==> src/design/tapc_pkg.sv <==
`timescale 1ns / 1ps
`default_nettype none
// ----------------------------------------------------------------------------
// tapc_pkg
// shared constants, types and saturation helper of the two-axis pid core
// ----------------------------------------------------------------------------
package tapc_pkg;

    localparam int AXES      = 2;
    localparam int FRAC_BITS = 16;
    localparam int DIV_STEPS = 48;

    localparam logic [1:0] CFG_GAIN_PROP  = 2'd0;
    localparam logic [1:0] CFG_GAIN_INTEG = 2'd1;
    localparam logic [1:0] CFG_GAIN_DERIV = 2'd2;

    // datapath operations, one per controller step
    localparam logic [3:0] OP_LOAD    = 4'd0;  // latch inputs, form error
    localparam logic [3:0] OP_INC     = 4'd1;  // multiply error by step
    localparam logic [3:0] OP_ACC     = 4'd2;  // update integral, form diff
    localparam logic [3:0] OP_DIVINIT = 4'd3;  // start divider
    localparam logic [3:0] OP_DIVSTEP = 4'd4;  // one quotient bit
    localparam logic [3:0] OP_DIVEND  = 4'd5;  // sign and saturate quotient
    localparam logic [3:0] OP_MULP    = 4'd6;
    localparam logic [3:0] OP_MULI    = 4'd7;
    localparam logic [3:0] OP_MULD    = 4'd8;
    localparam logic [3:0] OP_SUM     = 4'd9;  // final sums, store drive
    localparam logic [3:0] OP_NONE    = 4'd10;

    typedef struct packed {
        logic       en;
        logic [3:0] op;
        logic       axis;
    } tapc_cmd_t;

    typedef struct packed {
        logic div_last;
    } tapc_status_t;

    function automatic logic [32:0] sat_wide(input logic signed [65:0] v);
        logic [32:0] r;
        if (v > 66'sd2147483647)
            r = {1'b1, 32'h7fffffff};
        else if (v < -66'sd2147483648)
            r = {1'b1, 32'h80000000};
        else
            r = {1'b0, v[31:0]};
        return r;
    endfunction

endpackage
`default_nettype wire

==> src/design/tapc_control.sv <==
`timescale 1ns / 1ps
`default_nettype none
// ----------------------------------------------------------------------------
// tapc_control
// sequencer stepping both axes through the datapath operations
// ----------------------------------------------------------------------------
module tapc_control (
    input  wire                    clk,
    input  wire                    rst_n,
    input  wire                    in_valid,
    output logic                   in_ready,
    output logic                   out_valid,
    input  wire                    out_ready,
    output tapc_pkg::tapc_cmd_t    cmd,
    input  tapc_pkg::tapc_status_t status
);
    import tapc_pkg::*;

    localparam logic [3:0] S_IDLE = 4'd0;
    localparam logic [3:0] S_INC  = 4'd1;
    localparam logic [3:0] S_ACC  = 4'd2;
    localparam logic [3:0] S_DVI  = 4'd3;
    localparam logic [3:0] S_DVS  = 4'd4;
    localparam logic [3:0] S_DVE  = 4'd5;
    localparam logic [3:0] S_MP   = 4'd6;
    localparam logic [3:0] S_MI   = 4'd7;
    localparam logic [3:0] S_MD   = 4'd8;
    localparam logic [3:0] S_SUM  = 4'd9;
    localparam logic [3:0] S_ERRY = 4'd10;

    logic [3:0] state_reg, state_next;
    logic       axis_reg, axis_next;
    logic       ov_reg, ov_next;

    assign in_ready  = (state_reg == S_IDLE) && (!ov_reg || out_ready);
    assign out_valid = ov_reg;

    always_comb
    begin
        state_next = state_reg;
        axis_next  = axis_reg;
        ov_next    = ov_reg && !out_ready;
        cmd.en     = 1'b1;
        cmd.axis   = axis_reg;
        cmd.op     = OP_NONE;
        unique case (state_reg)
            S_IDLE:
            begin
                cmd.en = in_valid && in_ready;
                cmd.op = OP_LOAD;
                if (in_valid && in_ready)
                begin
                    state_next = S_INC;
                    axis_next  = 1'b0;
                end
            end
            S_ERRY:
            begin
                cmd.op = OP_LOAD; // y error formed from latched copy
                state_next = S_INC;
            end
            S_INC: begin cmd.op = OP_INC;     state_next = S_ACC; end
            S_ACC: begin cmd.op = OP_ACC;     state_next = S_DVI; end
            S_DVI: begin cmd.op = OP_DIVINIT; state_next = S_DVS; end
            S_DVS:
            begin
                cmd.op = OP_DIVSTEP;
                if (status.div_last)
                    state_next = S_DVE;
            end
            S_DVE: begin cmd.op = OP_DIVEND;  state_next = S_MP; end
            S_MP:  begin cmd.op = OP_MULP;    state_next = S_MI; end
            S_MI:  begin cmd.op = OP_MULI;    state_next = S_MD; end
            S_MD:  begin cmd.op = OP_MULD;    state_next = S_SUM; end
            S_SUM:
            begin
                cmd.op = OP_SUM;
                if (axis_reg == 1'b0 && AXES > 1)
                begin
                    axis_next  = 1'b1;
                    state_next = S_ERRY;
                end
                else
                begin
                    axis_next  = 1'b0;
                    state_next = S_IDLE;
                    ov_next    = 1'b1;
                end
            end
            default: state_next = S_IDLE;
        endcase
    end

    always_ff @(posedge clk or negedge rst_n)
    begin
        if (!rst_n)
        begin
            state_reg <= S_IDLE;
            axis_reg  <= 1'b0;
            ov_reg    <= 1'b0;
        end
        else
        begin
            state_reg <= state_next;
            axis_reg  <= axis_next;
            ov_reg    <= ov_next;
        end
    end

`ifndef ASSERT_OFF
    a_no_accept_busy: assert property (@(posedge clk) disable iff (!rst_n)
        (state_reg != S_IDLE) |-> !in_ready) else $error("accept while busy");
    a_result_at_end: assert property (@(posedge clk) disable iff (!rst_n)
        $rose(ov_reg) |-> $past(state_reg == S_SUM)) else $error("stray result");
    a_div_bounded: assert property (@(posedge clk) disable iff (!rst_n)
        (state_reg == S_DVE) |-> $past(status.div_last)) else $error("divider short");
`endif

endmodule
`default_nettype wire

==> config.mk <==
export PLATFORM = sky130hd
export DESIGN_NAME = tapc_control
export DESIGN_NICKNAME = d
export VERILOG_FILES = /design/src/design/tapc_pkg.sv /design/src/design/tapc_control.sv
export SDC_FILE = /design/constraint.sdc
export NUM_CORES = 1
export LEC_CHECK = 0
export CAP_MARGIN = 20
export CORE_AREA = 5 5 42 44
export DETAILED_ROUTE_END_ITERATION = 6
export DIE_AREA = 0 0 47 49
export DONT_BUFFER_PORTS = 1
export SYNTH_ARGS = -nofsm -noshare
export SYNTH_HDL_FRONTEND = slang
export SYNTH_SLANG_ARGS = --single-unit
export TNS_END_PERCENT = 50
==> constraint.sdc <==
create_clock -name clk -period 1.2 [get_ports clk]
set_clock_uncertainty 0.1 [all_clocks]
set_input_delay 0 -clock clk [delete_from_list [all_inputs] [get_ports clk]]
set_output_delay 0 -clock clk [all_outputs]
set_load 0.1 [all_outputs]
==> impl_metrics.tcl, run 1 <==
set metrics [dict create \
    status "complete, but fails checks" \
    failed_checks "hold timing, setup timing" \
    hold_class "input port to flip-flop" \
    fp.dieArea_um2 2300 \
    port_buffers 0 \
    area_growth_pct 97.8 \
    synth_cells 41 \
    ys_top_cells_by_area "dfrtp_1, buf_6, nor4_4" \
    first_pass_iters 3 \
    cts.clk_slew.worst_paths_ps 50 \
    grt-ovfl-total 0 \
    largest_reg_flops 4 \
    num-nets-final 73 \
    r2r_start "state_reg[3]" \
    wl_per_cell_um 13.9 \
    placed_area_um2 614 \
    wirelength_um 1140 \
    synth_edf_count 0 \
    dpl.hpwl_um 713 \
    place_congestion 0.769 \
    grt_start_max_net_pins 9 \
    pre_cts_ws_ps -68.2 \
    tightest_slew_ps 292 \
    cp_max_fo 4 \
    vias 386 \
    coreArea_um2 1400 \
    ant_nets 0 \
    finalNonFillerCells 82 \
    yosysSeqAreaShare 0.383 \
    vias_per_cell 4.71 \
    ys.flop_type "dfrtp_1" \
    fin_area_um2 774 \
    grt_pass1_wl_um 1730 \
    rsz0062_at_grt "true" \
    n_antenna_cell 0 \
    postCtsHoldBufs 4 \
    placed_cells 70 \
    ys_types 28 \
    cp.arrival_ps 1370 \
    num-fill-cells 120 \
    slew_violations 0 \
    drive_gt1_frac 0.697 \
    maxCapViolations 0 \
    die_y_um 49 \
    drc 0 \
    setup_violations 8 \
    whs_ps -146 \
    relSlewSlack 0.806 \
    cts_sinks 6 \
    cts_buffer_depth 2 \
    critical_path.startpoint "state_reg[0]" \
    setup_slack_ps -266 \
    drt-met1-wl_um 424 \
    hold_viol_final 1 \
    synthArstFlopShare 1.00 \
    critPathCaptureType "output port" \
    startpoint_type "flip-flop" \
    cts_root_buffer "clkbuf_4" \
    yosysTopAreaCellShare 0.383 \
    wl_met2_um 623 \
    insertion_delay_ps 250 \
    fmax_mhz 682 \
    synthesis.area_um2 392 \
    critical_path_class "flip-flop to output port" \
    crit_required_ps 1100 \
    die_x_um 47 \
    cts_tree "yes" \
    yosys.area.top_type "dfrtp_1" \
    initial_core_util 0.279 \
    cts.htree.levels 1 \
    wl_met3_um 37 \
    min_from "out_ready" \
    syn_area_per_cell_um2 9.55 \
    ios 13 \
    grt_pass1_vias 387 \
    ys_ff_latch 6 \
    syn_nets 46 \
    period_share 1.22 \
    min_period_ps 1470 \
    drtIter0Drc 3 \
    antenna_found_initial 0 \
    yosys_warnings 0 \
    top_layer "met4" \
    grt_usage 0.110 \
    rows 14 \
    numCtsBuffers 3 \
]
cells in the final DEF (no fill, tap or decap), types with 2 or more instances in the layout:
cell type       n
a21oi_4         2
buf_12          6
buf_4          14
buf_6           2
clkbuf_4        3
dfrtp_2         4
dlygate4sd3_1   4
inv_2           3
nand2_1         3
nor2_1          2
Yosys cell counts (2+ instances only):
cell type	number
dfrtp_1	6
inv_1	3
nand2_1	3
a21oi_1	2
buf_6	2
nand3_1	2
nor2_1	2
kinds of logic after synthesis:
logic type      after synthesis  share of synthesized area
simple gates                 15                      0.246
compound gates               11                      0.208
buf+inv                       7                      0.118
flops                         6                      0.383
xor+xnor                      2                     0.0447
per-stage QoR:
stage               utilization  TNS [ps]
CTS                       0.510     -1330
global placement          0.438      -112
floorplan                     -      -549
global route              0.553     -1780
detailed placement        0.438      -146
finish                    0.553     -1490
final timing paths:
check / cells after the start / slack [ps] / end
hold reg to reg: 2 / 480 / out_valid
max in group asynchronous: 2 / 260 / out_valid
hold / removal: 2 / -150 / out_valid
setup / recovery: 2 / -270 / in_ready
min in group asynchronous: 2 / 500 / axis_reg
setup reg to reg: 4 / -70 / state_reg[0]
repair_timing:
item                       in CTS  in global routing
pin swaps                       2                  0
resized for setup               8                  6
setup endpoints to repair       9                  9
buffers inserted                2                  3
cloned                          0                  0
hold endpoints to repair        9                  1
worst max-delay path: stages (launching register included):
cell and delay, ps:
dfrtp_2 440, nor4_4 300, and2_4 370
cell type report:
| cell class | count | area (µm²) | share of cell area |
|---|---|---|---|
| clock buffer | 3 | 22.5 | 0.0291 |
| sequential | 6 | 159 | 0.205 |
| tap | 16 | 20.0 | 0.0258 |
| multi-input combinational | 28 | 274 | 0.354 |
| inverter | 3 | 11.3 | 0.0145 |
| timing repair buffer | 26 | 288 | 0.372 |
metal layers:
layer,global-route usage,up-vias
met5,0,-
met4,0.111,0
met3,0.0148,5
met2,0.167,13
met1,0.119,176
li1,-,192
Power of run 1 is left out: the tool's default activity adds up to more than one toggle a clock period on the data nets, which glitch-free logic cannot reach.
==> run 2, diff against run 1 <==
--- a/config.mk
+++ b/config.mk
@@ -10,6 +10,7 @@
 export DETAILED_ROUTE_END_ITERATION = 6
 export DIE_AREA = 0 0 47 49
 export DONT_BUFFER_PORTS = 1
+export SKIP_LAST_GASP = 1
 export SYNTH_ARGS = -nofsm -noshare
 export SYNTH_HDL_FRONTEND = slang
 export SYNTH_SLANG_ARGS = --single-unit
==> run 2 against run 1 <==
Effect of this change:
- the run still ends with hold timing, setup timing left
- hold slack gained 7.2 ps
- critical path depth unchanged
- register-to-register slack got worse by 80 ps
- global-route usage shrank 0.78 points
- non-clock buffer count is 2 higher
- final area is 2.7% lower
- flip-flop and latch count unchanged
- first-iteration DRC count decreased by 33%
- utilization decreased by 1.5 points
- die area is the same
- wire length increased by 1.1%
- critical endpoint unchanged
- largest cell class unchanged
==> impl_metrics.tcl, run 2 (synthesized netlist as in run 1, its figures left out) <==
set metrics [dict create \
    status "complete, but fails checks" \
    failed_checks "hold timing, setup timing" \
    grt_pass1_vias 382 \
    postCtsHoldBufs 4 \
    critPathCaptureType "output port" \
    num-fill-cells 125 \
    grt_usage 0.102 \
    critical_path_class "flip-flop to output port" \
    drive_gt1_frac 0.647 \
    final_common_cell "buf_4" \
    vias 411 \
    cts.htree.levels 1 \
    num-nets-final 75 \
    startpoint_type "flip-flop" \
    seqCellArea_um2 159 \
    period_share 1.22 \
    vias_per_cell 4.89 \
    slew_violations 0 \
    drtIter0Drc 2 \
    tightest_slew_ps 283 \
    hold_viol_final 1 \
    max_stage_delay_ps 460 \
    path_cells "nor4_4 > and2_4" \
    grt_pass1_wl_um 1650 \
    die_y_um 49 \
    grt_start_max_net_pins 9 \
    wl_per_cell_um 13.7 \
    cp_max_fo 7 \
    largest_reg_flops 4 \
    wl_met3_um 31 \
    pre_cts_ws_ps -68.2 \
    min_period_ps 1460 \
    cts_tree "yes" \
    fmax_mhz 684 \
    place_congestion 0.769 \
    initial_core_util 0.279 \
    relSlewSlack 0.811 \
    cts.clk_slew.worst_paths_ps 50 \
    coreArea_um2 1400 \
    first_pass_iters 2 \
    cts_sinks 6 \
    crit_required_ps 1100 \
    rows 14 \
    dpl.hpwl_um 713 \
    drc 0 \
    drt-met1-wl_um 423 \
    area_growth_pct 92.3 \
    wirelength_um 1150 \
    maxCapViolations 0 \
    top_layer "met4" \
    setup_violations 9 \
    insertion_delay_ps 250 \
    final_cell_mix "buf_4, buf_12, dlygate4sd3_1, dfrtp_2" \
    antenna_found_initial 0 \
    grt-ovfl-total 0 \
    cts_root_buffer "clkbuf_4" \
    ant_nets 0 \
    port_buffers 0 \
    fin_util 0.538 \
    numCtsBuffers 3 \
    setup_slack_ps -261 \
    cts_buffer_depth 2 \
    cp.arrival_ps 1360 \
    wl_met2_um 665 \
    die_x_um 47 \
    whs_ps -139 \
    multi_input_area_um2 254 \
    ios 13 \
    n_antenna_cell 0 \
    rsz0062_at_grt "true" \
    hold_class "input port to flip-flop" \
    slowest_stage "dfrtp_2" \
    fp.dieArea_um2 2300 \
]
[run 2: final timing paths]
check / from / cells past startpoint / to / slack [ps]
max in group asynchronous: rst_n / 2 / state_reg[0] / 250
worst min register to register: out_valid / 2 / out_valid / 480
worst max register to register: state_reg[2] / 4 / axis_reg / -150
worst max-delay path: state_reg[2] / 2 / in_ready / -260
min in group asynchronous: rst_n / 2 / axis_reg / 510
worst min-delay path: out_ready / 2 / out_valid / -140
[run 2: per-layer routing]
metal | up-vias | global-route usage
li1 | 198 | -
met1 | 197 | 0.117
met2 | 12 | 0.152
met3 | 4 | 0.0148
met4 | 0 | 0.0968
met5 | - | 0
[run 2: critical path: cells and delay by family, from the launching register on]
kind | cells | cell delay (ps)
and+or+nand+nor | 2 | 660
DFF | 1 | 460
[run 2: cell type report]
class / count / area share
timing repair buffer: 28 / 0.380
inverter: 3 / 0.0150
clock buffer: 3 / 0.0299
multi-input combinational: 28 / 0.337
tap: 16 / 0.0266
sequential: 6 / 0.211
[run 2: metrics by stage]
stage / setup TNS [ps] / cells / instance area (µm²)
finish: -1520 / 84 / 753
global route: -2080 / 84 / 753
CTS: -1390 / 79 / 708
detailed placement: -146 / 70 / 614
global placement: -112 / 70 / 614
floorplan: -549 / 41 / 445
[run 2: repair_timing]
action / CTS / global route
pin swaps: 1 / 3
setup buffers: 2 / 5
hold endpoints to repair: 9 / 1
endpoints found under the setup margin: 9 / 9
resized for setup: 6 / 2
Power of run 2 is left out for the same reason.
==> run 3, diff against run 2 <==
--- a/config.mk
+++ b/config.mk
@@ -6,11 +6,13 @@
 export NUM_CORES = 1
 export LEC_CHECK = 0
 export CAP_MARGIN = 20
+export CELL_PAD_IN_SITES_DETAIL_PLACEMENT = 0
+export CELL_PAD_IN_SITES_GLOBAL_PLACEMENT = 1
 export CORE_AREA = 5 5 42 44
 export DETAILED_ROUTE_END_ITERATION = 6
 export DIE_AREA = 0 0 47 49
 export DONT_BUFFER_PORTS = 1
-export SKIP_LAST_GASP = 1
+export PLACE_DENSITY_LB_ADDON = 0.1
 export SYNTH_ARGS = -nofsm -noshare
 export SYNTH_HDL_FRONTEND = slang
 export SYNTH_SLANG_ARGS = --single-unit
==> run 3 against run 2 <==
Effect of this change:
- the run still ends with hold timing, setup timing left
- first-iteration DRC count rose to 3.5 times the previous value
- die area did not move
- non-clock buffer count rose by 6
- wire length is 5.6% higher
- global-route usage increased by 2.1 points
- cell count grew 7.1%
- via count increased by 4.9%
==> impl_metrics.tcl, run 3 (synthesized netlist as in run 1, its figures left out) <==
set metrics [dict create \
    tightest_slew_ps 314 \
    grt_start_max_net_pins 9 \
    first_pass_iters 4 \
    fin_area_um2 843 \
    drive_gt1_frac 0.716 \
    ant_nets 0 \
    coreArea_um2 1400 \
    whs_ps -135 \
    drtIter0Drc 7 \
    slew_violations 0 \
    multi_input_area_um2 277 \
    cts_root_buffer "clkbuf_4" \
    critPathCaptureType "output port" \
    maxCapViolations 0 \
    final_cell_mix "buf_4, buf_6, buf_12" \
    num-nets-final 81 \
    wirelength_um 1220 \
    period_share 1.24 \
    final_common_cell "buf_4" \
    path_cells "nor4_4 > and2_4" \
    vias_per_cell 4.79 \
    startpoint_type "flip-flop" \
    met2_usage 0.188 \
    crit_required_ps 1100 \
    rows 14 \
    critical_path_class "flip-flop to output port" \
    ios 13 \
    drc 0 \
    status "complete, but fails checks" \
    grt_pass1_vias 440 \
    relSlewSlack 0.790 \
    num-fill-cells 128 \
    seqCellArea_um2 159 \
    initial_core_util 0.279 \
    die_y_um 49 \
    grt_usage 0.123 \
    setup_slack_ps -289 \
    placed_area_um2 629 \
    met3_usage 0.0332 \
    fmax_mhz 671 \
    port_buffers 0 \
    path_buf_inv 0 \
    cp_max_fo 5 \
    cts_sinks 6 \
    numCtsBuffers 3 \
    die_x_um 47 \
    insertion_delay_ps 260 \
    cp.arrival_ps 1390 \
    failed_checks "hold timing, setup timing" \
    grt_pass1_wl_um 1960 \
    cts_buffer_depth 2 \
    largest_reg_flops 4 \
    area_growth_pct 115 \
    cts.clk_slew.worst_paths_ps 50 \
    rsz0062_at_grt "true" \
    grt_util_met1 0.129 \
    fp.dieArea_um2 2300 \
    hold_viol_final 1 \
    pre_cts_ws_ps -60.7 \
    cts_tree "yes" \
    max_stage_delay_ps 450 \
    vias 431 \
    hold_class "input port to flip-flop" \
    top_usage_layer "met2" \
    postCtsHoldBufs 4 \
    antenna_found_initial 0 \
    place_congestion 0.734 \
    cts.htree.levels 1 \
    dpl.hpwl_um 816 \
    wl_per_cell_um 13.5 \
    grt-ovfl-total 0 \
    setup_violations 9 \
    n_antenna_cell 0 \
    slowest_stage "dfrtp_2" \
    critPathTopFamily "simple AND/OR/NAND/NOR gates" \
    min_period_ps 1490 \
]
## run 3: what timing repair did
item | in CTS | in global routing
endpoints found under the hold margin | 9 | 1
setup endpoints to repair | 9 | 11
gates resized for setup | 11 | 8
setup buffers | 4 | 7
pin swaps | 4 | 6
## run 3: stage by stage
step	hold WS, ps	instances	setup TNS (ps)	utilization
6_report	-135	90	-1660	0.602
5_1_grt	-141	90	-2240	0.602
3_3_place_gp	-395	72	-110	0.449
2_1_floorplan	-396	41	-549	-
4_1_cts	-143	83	-1460	0.544
3_5_place_dp	-395	72	-143	0.449
## run 3: area by class of cell
cell class	count	share of cell area
tap	16	0.0237
clock buffer	3	0.0267
inverter	3	0.0134
multi-input combinational	28	0.328
sequential	6	0.188
timing repair buffer	34	0.420
## run 3: metal layers
layer,up-vias,routed length (µm)
met5,-,0
li1,213,-
met4,0,49
met2,15,623
met1,198,462
met3,5,80
## run 3: final timing paths
path | from | to | slack, ps | cells after the start
min reg2reg | out_valid | out_valid | 480 | 2
max | state_reg[2] | in_ready | -290 | 2
min in group asynchronous | rst_n | state_reg[2] | 510 | 2
min | out_ready | out_valid | -140 | 2
max reg2reg | state_reg[2] | axis_reg | -170 | 4
max in group asynchronous | rst_n | out_valid | 210 | 2
Power of run 3 is left out for the same reason.
